**config.mk**
```make
export PLATFORM = sky130hd
export DESIGN_NAME = deadline_timer_table_unit
export DESIGN_NICKNAME = d
export VERILOG_FILES = /design/src/rtl/dtt_pkg.sv /design/src/rtl/deadline_timer_table_unit.sv /design/src/rtl/dtt_datapath.sv /design/src/rtl/dtt_ctrl.sv
export VERILOG_INCLUDE_DIRS = /design/src /design/src/rtl
export SDC_FILE = /design/constraint.sdc
export NUM_CORES = 1
export LEC_CHECK = 0
export BUFFER_PORTS_ARGS = -buffer_cell sky130_fd_sc_hd__buf_2
export CORE_AREA = 10 10 356 358
export CTS_BUF_LIST = sky130_fd_sc_hd__clkbuf_4 sky130_fd_sc_hd__clkbuf_8 sky130_fd_sc_hd__clkbuf_16
export CTS_CLUSTER_DIAMETER = 80
export DETAILED_ROUTE_END_ITERATION = 7
export DIE_AREA = 0 0 366 368
export PLACE_DENSITY = 0.63
export SYNTH_ARGS = -nofsm -noshare
export SYNTH_HDL_FRONTEND = slang
export SYNTH_HIERARCHICAL = 1
export SYNTH_SLANG_ARGS = --single-unit
```
**constraint.sdc**
```tcl
create_clock -name clk -period 10.4 [get_ports clk]
set_input_delay 1.04 -clock clk [delete_from_list [all_inputs] [get_ports clk]]
set_output_delay 1.04 -clock clk [all_outputs]
set_load 0.005 [all_outputs]
```
**src/rtl/deadline_timer_table_unit_defines.svh**
```systemverilog
// Assertion macros shared by the deadline timer table RTL.
`ifndef DEADLINE_TIMER_TABLE_UNIT_DEFINES_SVH
`define DEADLINE_TIMER_TABLE_UNIT_DEFINES_SVH

`ifndef ASSERT_OFF
`define DTT_ASSERT(lbl, prop) \
    lbl: assert property (@(posedge clk) disable iff (!rst_n) prop) \
        else $error("deadline timer table assertion failed");
`define DTT_NEVER(lbl, expr) \
    lbl: assert property (@(posedge clk) disable iff (!rst_n) !(expr)) \
        else $error("deadline timer table illegal condition");
`else
`define DTT_ASSERT(lbl, prop)
`define DTT_NEVER(lbl, expr)
`endif

`endif

```
**src/rtl/dtt_pkg.sv**
```systemverilog
// Shared constants, types and state encoding for the deadline timer table.
`timescale 1ns / 1ps

package dtt_pkg;

    localparam int NUM_TIMERS = 16;
    localparam int IDX_W      = (NUM_TIMERS > 1) ? $clog2(NUM_TIMERS) : 1;
    localparam int ID_CMP_W   = 8;

    localparam int TID_W     = 4;
    localparam int TMO_W     = 32;
    localparam int TAG_W     = 16;
    localparam int TIME_W    = 48;
    localparam int DELAY_W   = 31;

    localparam int S_TDATA_W = 104;
    localparam int M_TDATA_W = 56;
    localparam int S_PAD_W   = S_TDATA_W - (TID_W + TMO_W + TAG_W + 1 + TIME_W);
    localparam int M_PAD_W   = M_TDATA_W - (TID_W + TAG_W + 1 + DELAY_W);

    localparam logic       OP_SET     = 1'b0;
    localparam logic       OP_CHECK   = 1'b1;
    localparam logic       KIND_FIRE  = 1'b0;
    localparam logic       KIND_DONE  = 1'b1;
    localparam logic [TMO_W-1:0] TMO_RESUME = '1;

    typedef enum logic [1:0] {
        ST_IDLE,
        ST_SCAN,
        ST_FLUSH,   // last table read is still being compared
        ST_DECIDE
    } dtt_state_t;

    typedef struct packed {
        logic set_en;       // apply a set request this cycle
        logic check_start;  // capture now and start the first scan
        logic scan_step;    // examine one table entry
        logic load_fire;    // load an expiry report, disarm, rescan
        logic load_final;   // load the closing delay result
    } dtt_cmd_t;

    typedef struct packed {
        logic scan_last;
        logic out_free;
        logic expired;
    } dtt_sts_t;

endpackage

```
**src/rtl/deadline_timer_table_unit.sv**
```systemverilog
// Top level of the deadline timer table: stream ports, controller and datapath.
`timescale 1ns / 1ps

// Deadline timer table for dtt_pkg::NUM_TIMERS timers. A set request
// (s_tuser = 0) is applied when accepted and produces no result. A check request
// (s_tuser = 1) finds the earliest armed deadline by walking the table one entry
// per cycle through a registered table read and a single 48-bit compare; each
// walk reads every entry, finishes the last compare in a flush step and then
// loads one result, either an expiry report (after which the timer is disarmed
// and the walk repeats) or the closing delay result with tlast set. Each load
// waits while the output register is still held by the downstream side. No new
// request is taken until the closing result has been loaded into the output
// register.
module deadline_timer_table_unit (
    input  logic                            clk,
    input  logic                            rst_n,
    input  logic                            s_tvalid,
    output logic                            s_tready,
    // timer_id[3:0], timeout_ms[35:4], tag[51:36], notify[52], now_ms[100:53], zeros
    input  logic [dtt_pkg::S_TDATA_W-1:0]   s_tdata,
    // op[0]
    input  logic                            s_tuser,
    output logic                            m_tvalid,
    input  logic                            m_tready,
    // fired_id[3:0], fired_tag[19:4], fired_notify[20], delay_ms[51:21], zeros
    output logic [dtt_pkg::M_TDATA_W-1:0]   m_tdata,
    // kind[0]
    output logic                            m_tuser,
    output logic                            m_tlast
);

    dtt_pkg::dtt_cmd_t cmd;
    dtt_pkg::dtt_sts_t sts;

    logic [dtt_pkg::TID_W-1:0]   in_timer_id;
    logic [dtt_pkg::TMO_W-1:0]   in_timeout;
    logic [dtt_pkg::TAG_W-1:0]   in_tag;
    logic                        in_notify;
    logic [dtt_pkg::TIME_W-1:0]  in_now;

    logic [dtt_pkg::TID_W-1:0]   out_id;
    logic [dtt_pkg::TAG_W-1:0]   out_tag;
    logic                        out_notify;
    logic [dtt_pkg::DELAY_W-1:0] out_delay;

    assign {in_now, in_notify, in_tag, in_timeout, in_timer_id} =
        s_tdata[dtt_pkg::S_TDATA_W-dtt_pkg::S_PAD_W-1:0];

    dtt_ctrl u_ctrl (
        .clk      (clk),
        .rst_n    (rst_n),
        .in_valid (s_tvalid),
        .in_op    (s_tuser),
        .sts      (sts),
        .cmd      (cmd),
        .in_ready (s_tready)
    );

    dtt_datapath u_datapath (
        .clk         (clk),
        .rst_n       (rst_n),
        .in_timer_id (in_timer_id),
        .in_timeout  (in_timeout),
        .in_tag      (in_tag),
        .in_notify   (in_notify),
        .in_now      (in_now),
        .cmd         (cmd),
        .sts         (sts),
        .out_valid   (m_tvalid),
        .out_ready   (m_tready),
        .out_kind    (m_tuser),
        .out_id      (out_id),
        .out_tag     (out_tag),
        .out_notify  (out_notify),
        .out_delay   (out_delay),
        .out_last    (m_tlast)
    );

    assign m_tdata = {{dtt_pkg::M_PAD_W{1'b0}}, out_delay, out_notify, out_tag, out_id};

endmodule

```
**src/rtl/dtt_datapath.sv**
```systemverilog
// Timer table storage, earliest-deadline scan and output register.
`timescale 1ns / 1ps
`include "deadline_timer_table_unit_defines.svh"

module dtt_datapath (
    input  logic                          clk,
    input  logic                          rst_n,
    input  logic [dtt_pkg::TID_W-1:0]     in_timer_id,
    input  logic [dtt_pkg::TMO_W-1:0]     in_timeout,
    input  logic [dtt_pkg::TAG_W-1:0]     in_tag,
    input  logic                          in_notify,
    input  logic [dtt_pkg::TIME_W-1:0]    in_now,
    input  dtt_pkg::dtt_cmd_t             cmd,
    output dtt_pkg::dtt_sts_t             sts,
    output logic                          out_valid,
    input  logic                          out_ready,
    output logic                          out_kind,
    output logic [dtt_pkg::TID_W-1:0]     out_id,
    output logic [dtt_pkg::TAG_W-1:0]     out_tag,
    output logic                          out_notify,
    output logic [dtt_pkg::DELAY_W-1:0]   out_delay,
    output logic                          out_last
);

    logic [dtt_pkg::TIME_W-1:0] deadline_mem [dtt_pkg::NUM_TIMERS];
    logic [dtt_pkg::TAG_W-1:0]  tag_mem      [dtt_pkg::NUM_TIMERS];
    logic                       notify_mem   [dtt_pkg::NUM_TIMERS];

    logic [dtt_pkg::NUM_TIMERS-1:0] armed_reg, armed_next;
    logic [dtt_pkg::NUM_TIMERS-1:0] enabled_reg, enabled_next;

    logic [dtt_pkg::IDX_W-1:0]  scan_idx_reg, scan_idx_next;
    logic [dtt_pkg::IDX_W-1:0]  best_idx_reg, best_idx_next;
    logic [dtt_pkg::TIME_W-1:0] best_d_reg, best_d_next;
    logic                       best_valid_reg, best_valid_next;
    logic [dtt_pkg::TIME_W-1:0] now_reg;

    logic [dtt_pkg::TIME_W-1:0] scan_d_reg;
    logic [dtt_pkg::IDX_W-1:0]  cmp_idx_reg;
    logic                       cmp_valid_reg;

    logic                       out_valid_reg, out_valid_next;
    logic                       out_kind_reg;
    logic [dtt_pkg::TID_W-1:0]  out_id_reg;
    logic [dtt_pkg::TAG_W-1:0]  out_tag_reg;
    logic                       out_notify_reg;
    logic [dtt_pkg::DELAY_W-1:0] out_delay_reg;
    logic                       out_last_reg;

    logic [dtt_pkg::IDX_W-1:0]  set_idx;
    logic                       id_ok;
    logic                       is_pos, is_zero, is_resume;
    logic                       set_write;
    logic [dtt_pkg::TIME_W:0]   sum_full;
    logic [dtt_pkg::TIME_W-1:0] set_deadline;
    logic                       entry_hit;
    logic [dtt_pkg::TIME_W-1:0] diff;
    logic [dtt_pkg::DELAY_W-1:0] delay_sat;
    logic                       scan_start;

    // set request decode
    assign set_idx   = dtt_pkg::IDX_W'(in_timer_id);
    assign id_ok     = dtt_pkg::ID_CMP_W'(in_timer_id) < dtt_pkg::ID_CMP_W'(dtt_pkg::NUM_TIMERS);
    assign is_zero   = (in_timeout == '0);
    assign is_pos    = !is_zero && !in_timeout[dtt_pkg::TMO_W-1];
    assign is_resume = (in_timeout == dtt_pkg::TMO_RESUME);
    assign set_write = cmd.set_en && id_ok && is_pos;

    assign sum_full     = {1'b0, in_now} + (dtt_pkg::TIME_W + 1)'(in_timeout);
    assign set_deadline = sum_full[dtt_pkg::TIME_W] ? '1 : sum_full[dtt_pkg::TIME_W-1:0];

    always_comb
    begin
        armed_next   = armed_reg;
        enabled_next = enabled_reg;
        if (cmd.set_en && id_ok)
        begin
            if (is_pos)
            begin
                armed_next[set_idx]   = 1'b1;
                enabled_next[set_idx] = 1'b1;
            end
            else if (is_zero)
            begin
                armed_next[set_idx]   = 1'b0;
                enabled_next[set_idx] = 1'b0;
            end
            else if (is_resume)
            begin
                if (enabled_reg[set_idx])
                    armed_next[set_idx] = 1'b1;
            end
            else
            begin
                armed_next[set_idx] = 1'b0;
            end
        end
        if (cmd.load_fire)
            armed_next[best_idx_reg] = 1'b0;
    end

    always_ff @(posedge clk)
    begin
        if (set_write)
        begin
            deadline_mem[set_idx] <= set_deadline;
            tag_mem[set_idx]      <= in_tag;
            notify_mem[set_idx]   <= in_notify;
        end
    end

    // registered table read; the compare runs in the cycle after the read address is applied
    always_ff @(posedge clk)
    begin
        scan_d_reg  <= deadline_mem[scan_idx_reg];
        cmp_idx_reg <= scan_idx_reg;
    end

    // one entry per cycle against the running minimum
    assign scan_start = cmd.check_start || cmd.load_fire;
    assign entry_hit  = cmp_valid_reg && armed_reg[cmp_idx_reg]
                        && (!best_valid_reg || (scan_d_reg < best_d_reg));

    always_comb
    begin
        scan_idx_next   = scan_idx_reg;
        best_idx_next   = best_idx_reg;
        best_d_next     = best_d_reg;
        best_valid_next = best_valid_reg;
        if (scan_start)
        begin
            scan_idx_next   = '0;
            best_valid_next = 1'b0;
        end
        else
        begin
            if (cmd.scan_step)
                scan_idx_next = dtt_pkg::IDX_W'(scan_idx_reg + 1'b1);
            if (entry_hit)
            begin
                best_idx_next   = cmp_idx_reg;
                best_d_next     = scan_d_reg;
                best_valid_next = 1'b1;
            end
        end
    end

    assign diff      = best_d_reg - now_reg;
    assign delay_sat = (|diff[dtt_pkg::TIME_W-1:dtt_pkg::DELAY_W]) ? '1
                                                                  : diff[dtt_pkg::DELAY_W-1:0];

    assign sts.scan_last = (scan_idx_reg == dtt_pkg::IDX_W'(dtt_pkg::NUM_TIMERS - 1));
    assign sts.out_free  = !out_valid_reg || out_ready;
    assign sts.expired   = best_valid_reg && (best_d_reg <= now_reg);

    assign out_valid_next = (cmd.load_fire || cmd.load_final) ? 1'b1
                          : (out_ready ? 1'b0 : out_valid_reg);

    always_ff @(posedge clk or negedge rst_n)
    begin
        if (!rst_n)
        begin
            armed_reg      <= '0;
            enabled_reg    <= '0;
            scan_idx_reg   <= '0;
            best_valid_reg <= 1'b0;
            cmp_valid_reg  <= 1'b0;
            out_valid_reg  <= 1'b0;
        end
        else
        begin
            armed_reg      <= armed_next;
            enabled_reg    <= enabled_next;
            scan_idx_reg   <= scan_idx_next;
            best_valid_reg <= best_valid_next;
            cmp_valid_reg  <= cmd.scan_step;
            out_valid_reg  <= out_valid_next;
        end
    end

    always_ff @(posedge clk)
    begin
        best_idx_reg <= best_idx_next;
        best_d_reg   <= best_d_next;
        if (cmd.check_start)
            now_reg <= in_now;
        if (cmd.load_fire)
        begin
            out_kind_reg   <= dtt_pkg::KIND_FIRE;
            out_id_reg     <= dtt_pkg::TID_W'(best_idx_reg);
            out_tag_reg    <= tag_mem[best_idx_reg];
            out_notify_reg <= notify_mem[best_idx_reg];
            out_delay_reg  <= '0;
            out_last_reg   <= 1'b0;
        end
        else if (cmd.load_final)
        begin
            out_kind_reg   <= dtt_pkg::KIND_DONE;
            out_id_reg     <= '0;
            out_tag_reg    <= '0;
            out_notify_reg <= 1'b0;
            out_delay_reg  <= best_valid_reg ? delay_sat : '0;
            out_last_reg   <= 1'b1;
        end
    end

    assign out_valid  = out_valid_reg;
    assign out_kind   = out_kind_reg;
    assign out_id     = out_id_reg;
    assign out_tag    = out_tag_reg;
    assign out_notify = out_notify_reg;
    assign out_delay  = out_delay_reg;
    assign out_last   = out_last_reg;

    `DTT_ASSERT(a_load_when_free, (cmd.load_fire || cmd.load_final) |-> sts.out_free)
    `DTT_ASSERT(a_fire_is_due, cmd.load_fire |-> (best_valid_reg && best_d_reg <= now_reg))
    `DTT_ASSERT(a_fire_disarms, cmd.load_fire |=> !armed_reg[$past(best_idx_reg)])

endmodule

```
**src/rtl/dtt_ctrl.sv**
```systemverilog
// Sequencer for set requests, table scans and result loading.
`timescale 1ns / 1ps
`include "deadline_timer_table_unit_defines.svh"

module dtt_ctrl (
    input  logic                clk,
    input  logic                rst_n,
    input  logic                in_valid,
    input  logic                in_op,
    input  dtt_pkg::dtt_sts_t   sts,
    output dtt_pkg::dtt_cmd_t   cmd,
    output logic                in_ready
);

    dtt_pkg::dtt_state_t state_reg, state_next;

    always_ff @(posedge clk or negedge rst_n)
    begin
        if (!rst_n)
            state_reg <= dtt_pkg::ST_IDLE;
        else
            state_reg <= state_next;
    end

    always_comb
    begin
        state_next = state_reg;
        unique case (state_reg)
            dtt_pkg::ST_IDLE:
            begin
                if (in_valid && in_op == dtt_pkg::OP_CHECK)
                    state_next = dtt_pkg::ST_SCAN;
            end
            dtt_pkg::ST_SCAN:
            begin
                if (sts.scan_last)
                    state_next = dtt_pkg::ST_FLUSH;
            end
            dtt_pkg::ST_FLUSH:
            begin
                state_next = dtt_pkg::ST_DECIDE;
            end
            dtt_pkg::ST_DECIDE:
            begin
                if (sts.out_free)
                    state_next = sts.expired ? dtt_pkg::ST_SCAN : dtt_pkg::ST_IDLE;
            end
            default: state_next = dtt_pkg::ST_IDLE;
        endcase
    end

    always_comb
    begin
        cmd      = '0;
        in_ready = 1'b0;
        unique case (state_reg)
            dtt_pkg::ST_IDLE:
            begin
                in_ready = 1'b1;
                if (in_valid)
                begin
                    if (in_op == dtt_pkg::OP_SET)
                        cmd.set_en = 1'b1;
                    else
                        cmd.check_start = 1'b1;
                end
            end
            dtt_pkg::ST_SCAN:
            begin
                cmd.scan_step = 1'b1;
            end
            dtt_pkg::ST_FLUSH:
            begin
                cmd = '0;
            end
            dtt_pkg::ST_DECIDE:
            begin
                if (sts.out_free)
                begin
                    if (sts.expired)
                        cmd.load_fire = 1'b1;
                    else
                        cmd.load_final = 1'b1;
                end
            end
            default: cmd = '0;
        endcase
    end

    `DTT_ASSERT(a_cmd_onehot, $onehot0({cmd.set_en, cmd.check_start, cmd.scan_step,
                                        cmd.load_fire, cmd.load_final}))

endmodule
```
# After elaboration in Yosys (flattened, before gate mapping)
# Memories as Yosys holds them, arrays and structs flattened. A register that Yosys moved wholly into a read port is not among the register bits.
# Index checks and enable logic that the tools add are counted.
# classes
eq_ne	8
reduce_logical	27
order_cmp	7
n_mux	50
bitwise_logic	8
addsub	3
# ops
operator	count
$mux W16	10
$mux W31	2
$add A48 B32 Y49	1
$and A16 B16 Y16	3
$le A48 B48 Y1	1
$lt A48 B48 Y1	1
$mux W48	1
$sub A48 B48 Y48	1
$eq A32 B32 Y1 const B	1
$logic_not A32 Y1	1
$not A16 Y16	2
$or A16 B16 Y16	2
$mux W4	6
$mux W1	19
$reduce_or A17 Y1	1
$lt A4 B5 Y1 const B	3
$mux W2	7
$reduce_bool A2 Y1	5
$bmux W1 S4	2
$demux W1 S4	2
$ge A4 B1 Y1 const B	2
$logic_and A1 B1 Y1	8
$pmux W2 S4	1
$add A4 B1 Y4 const B	1
other kinds (11)	20
# totals
memories	3
output_inout_bits	60
reg_bits	198
ram_bits	1040
# mem_list
name	words	word_bits	rd	rd_clocked_by_memory_dff	write_ports	line	rtl
u_datapath.deadline_mem	16	48	1	1	1	dtt_datapath.sv:25	logic [dtt_pkg::TIME_W-1:0] deadline_mem [dtt_pkg::NUM_TIMERS];
u_datapath.tag_mem	16	16	1	1	1	dtt_datapath.sv:26	logic [dtt_pkg::TAG_W-1:0] tag_mem [dtt_pkg::NUM_TIMERS];
u_datapath.notify_mem	16	1	1	1	1	dtt_datapath.sv:27	logic notify_mem [dtt_pkg::NUM_TIMERS];

# Longest topological paths before layout
# logic_depth
ltp_word	12
depth_mapped	18

# Hierarchy
# Netlist, hierarchy kept.
# by_module_without_submodules
module	area_each_um2	n_inst	seq_area_each_um2	cells_per_inst
dtt_datapath	54304.6	1	37601.1	3072
dtt_ctrl	192.7	1	50.0	22
deadline_timer_table_unit	41.3	1	0.0	6

# Worst setup path before layout
# OpenSTA, ideal clock, no wires.
# synth_path
path_type	input to register
from	input port s_tvalid
to	memory u_datapath/deadline_mem[6][0] (netlist bit), enable pin
t_arrival_ns	6.261
required_time_ns	9.832
n_path_buf	1
stages	6
setup_slack_ns	3.571
cell_sequence	nand2_1 > nor2_1 > nand2_1 > or2_2 > clkbuf_1 > nor3_1
# synth_lines
element	line	rtl
from (decl)	deadline_timer_table_unit.sv:17	input logic s_tvalid,
to (decl)	dtt_datapath.sv:25	

==> impl_metrics.yaml <==
synthesis:
  synth-main-ff-cell: "edfxtp_1"
  synth_top_area_cell: "edfxtp_1"
  yosysSeqAreaShare_pct: 69.0
  synth_warnings: 6
  synth_edf_count: 1161
  synthArstFlopShare_pct: 3.18
  synth_area_um2: 54500
  ys_types: 88
  ys_seq_elements: 1290
  syn_avg_cell_area_um2: 17.6
  yosysTopAreaCellShare_pct: 63.9
  synthTopCellsByArea: "edfxtp_1, mux4_2, dfxtp_1"
  postSynthCellCount: 3100
power:
  p_seq_share_pct: 45.0
  switching_share_pct: 28.0
  p_leak_nw: 21.0
  power.share.clock_pct: 33.0
  ir_worst_vdd_mv: 0.197
  p_comb_share_pct: 22.0
  power_density_nw_per_um2: 234
  p_int_mw: 10.4
  power_mw: 14.4
  p_switching_mw: 4.04
route:
  via_count: 29675
  wl_um: 133000
  drtIter0Drc: 2993
  remaining_drc_errors: 0
  drt-vias-per-instance: 5.89
  first_pass_iters: 5
  ant_nets: 0
  wl_per_cell_um: 26.4
timing:
  period_share_pct: 55.0
  fmax_mhz: 175
  worst_pin_slew_ns: 1.39
  rsz0062_at_grt: "no"
  finalSetupTns_ns: 0
  fin_skew_ns: 0.0295
  drv_slew: 0
  holdWs_ns: 0.343
  setup_slack_ns: 4.68
  relSlewSlack_pct: 6.81
  fin_crit_ns: 5.72
  hold_viol: 0
  setup_viol: 0
critical_path:
  crit_required_ns: 10.85
  critPathMaxFanout: 39
  crit_type: "reg -> reg"
  endpoint_kind: "register"
  cp.arrival_ns: 6.17
  start_kind: "register"
clock_tree:
  cts_hold_buf: 0
  cts_setup_buffers: 0
  cts_tree: "done"
  clockBufferDepth: 3
  cts.sinks: 1290
  cts_root_buf: "clkbuf_16"
  htree_levels: 4
  clk_latency_ns: 0.77
  cts.repair.resized: 0
  path_clk_slew_ns: 0.06
  cts_buffers: 136
layout:
  drive_gt1_share_pct: 25.2
  largest_register_ffs: 768
  fin_cells: 5041
  final_area_um2: 61800
  finalNetCount: 3555
  area_delta_synth_final_pct: 13.2
  largest-register: "u_datapath/deadline_mem"
  postLayoutCoreUtil_pct: 51.7
  largestRegisters: "u_datapath/deadline_mem (768), u_datapath/tag_mem (256)"
floorplan:
  io_pins: 169
  core-area_um2: 119000
  die_h_um: 368
  rows: 127
  die-area_um2: 135000
  initial_core_util_pct: 45.7
  die-width_um: 366
global_routing:
  grt_pass1_vias: 29764
  grt_pass1_wl_um: 198000
  overflow: 0
  grt_max_degree: 67
  antenna_found_initial: 23
  grt_util_all_layers_pct: 19.5
placement:
  hpwl_um: 80000
  place_ws_ns: 4.41
  place.gp.congestion: 0.907
  place_inst: 4786
  dpl_cell_area_um2: 57300
  portBuffers: 161
flow_run:
  drv_cap: 0
run_status:
  status: "finished, final reports clean"
worst_hold_path:
  hold_path.class: "in -> async"
## logic make-up (layout without fill, tap and decap cells)
group,after synthesis,in the layout,synth area share (%)
AOI/OAI and AO/OA,512,512,6.32
xor gates and xnor gates,64,64,1.03
adders and majority gates,134,134,3.10
buffers and inverters,274,592,2.08
DFF,1290,1290,69.0
muxes,346,346,14.0
other,1,12,0.00688
and+or+nand+nor,479,479,4.38
## critical path: stages, from the launching register on
cell and delay (ns):
edfxtp_1 0.38, inv_1 0.07, ha_1 0.16, inv_1 0.05, fa_1 0.42, a211oi_1 0.36
o211ai_1 0.17, nand4_1 0.20, a311oi_1 0.13, buf_4 0.18, a211oi_1 0.42, o21ai_1 0.20
a221oi_1 0.31, o21a_1 0.21, and3_2 0.76, nor2_1 0.14, nand3_1 0.16, a21oi_1 0.06
o21ai_1 0.29, inv_2 0.27, buf_4 0.36
## final timing paths
check                                     startpoint                          to  slack [ns]  cells after the start
max reg2reg                 u_datapath/best_d_reg[0]    u_datapath/best_d_reg[5]        4.68                     20
min reg2reg                u_datapath/scan_d_reg[16]   u_datapath/best_d_reg[16]        0.43                      0
max                         u_datapath/best_d_reg[0]    u_datapath/best_d_reg[5]        4.68                     20
min in group clk           u_datapath/scan_d_reg[16]   u_datapath/best_d_reg[16]        0.43                      0
max in group asynchronous                      rst_n  u_datapath/scan_idx_reg[1]        9.60                      2
min                                            rst_n        u_datapath/out_valid        0.34                      2
## synthesized netlist by cell type, types with 5 or more instances
master,n
edfxtp_1,1161
and2_1,29
a21o_1,46
mux4_2,335
inv_1,126
o21ai_0,97
nand2_1,138
o21ai_1,5
nand3_1,37
and3_1,28
a311oi_1,7
buf_1,22
o31ai_1,11
mux2_2,5
clkbuf_1,96
o21a_1,12
a211oi_1,41
nand4_1,39
nor4_1,17
a21oi_1,158
or3_1,6
o21bai_1,8
dfxtp_1,88
ha_1,132
xnor2_1,29
o211ai_1,13
a221oi_1,20
a31oi_1,16
dfrtp_1,41
buf_2,18
nor2_1,101
mux2i_1,5
a31oi_2,26
and4_1,6
nand2b_1,11
buf_4,6
nor2b_1,11
xor2_1,35
nor3_1,29
## layout by cell type (no fill, tap or decap), drive strengths merged, types with 5 or more instances in the layout
| cell type | netlist | final |
|---|---|---|
| edfxtp | 1161 | 1161 |
| mux4 | 335 | 335 |
| buf | 50 | 219 |
| clkbuf | 98 | 186 |
| a21oi | 160 | 160 |
| inv | 126 | 141 |
| nand2 | 138 | 138 |
| ha | 132 | 132 |
| o21ai | 102 | 102 |
| nor2 | 101 | 101 |
| dfxtp | 88 | 88 |
| a21o | 46 | 46 |
| a31oi | 45 | 45 |
| a211oi | 41 | 41 |
| nand4 | 41 | 41 |
| dfrtp | 41 | 41 |
| clkinv | 0 | 39 |
| nand3 | 37 | 37 |
| xor2 | 35 | 35 |
| and2 | 29 | 29 |
| xnor2 | 29 | 29 |
| and3 | 29 | 29 |
| nor3 | 29 | 29 |
| a221oi | 20 | 20 |
| nor4 | 18 | 18 |
| o211ai | 13 | 13 |
| o21a | 12 | 12 |
| nand2b | 11 | 11 |
| nor2b | 11 | 11 |
| o31ai | 11 | 11 |
| diode | 0 | 8 |
| o21bai | 8 | 8 |
| a311oi | 7 | 7 |
| or3 | 6 | 6 |
| mux2 | 6 | 6 |
| and4 | 6 | 6 |
| mux2i | 5 | 5 |
| or2 | 5 | 5 |
| o311ai | 5 | 5 |
## area by class of cell
cell class / count / area, µm²
fill: 9614 / 57600
sequential: 1290 / 37700
multi-input combinational: 1539 / 15900
clock buffer: 186 / 3890
tap: 1612 / 2020
timing repair buffer: 219 / 1240
clock inverter: 61 / 533
inverter: 126 / 473
antenna: 8 / 20.0
## power groups by stage
| stage | Clock, mW | Combinational [mW] | Sequential [mW] |
|---|---|---|---|
| 3_3_place_gp | 0 | 3.16 | 6.60 |
| 3_5_place_dp | 0 | 3.19 | 6.60 |
| 4_1_cts | 4.86 | 3.20 | 6.50 |
| 6_report | 4.76 | 3.17 | 6.50 |
| 5_1_grt | 5.07 | 3.46 | 6.54 |
| 2_1_floorplan | 0 | 2.41 | 6.37 |
## metal layers
metal  routed length, µm  vias to the layer above  share of wire [%]  GRT usage (%)
met4                3010                        8                2.3           5.32
met1               57400                    15435                 43           27.5
met3                8490                      208                6.4           3.38
li1                    -                    12993                  -              -
met5                  59                        -              0.044              0
met2               63900                     1031                 48           31.3
No activity file was read; power rests on OpenSTA's default activity.
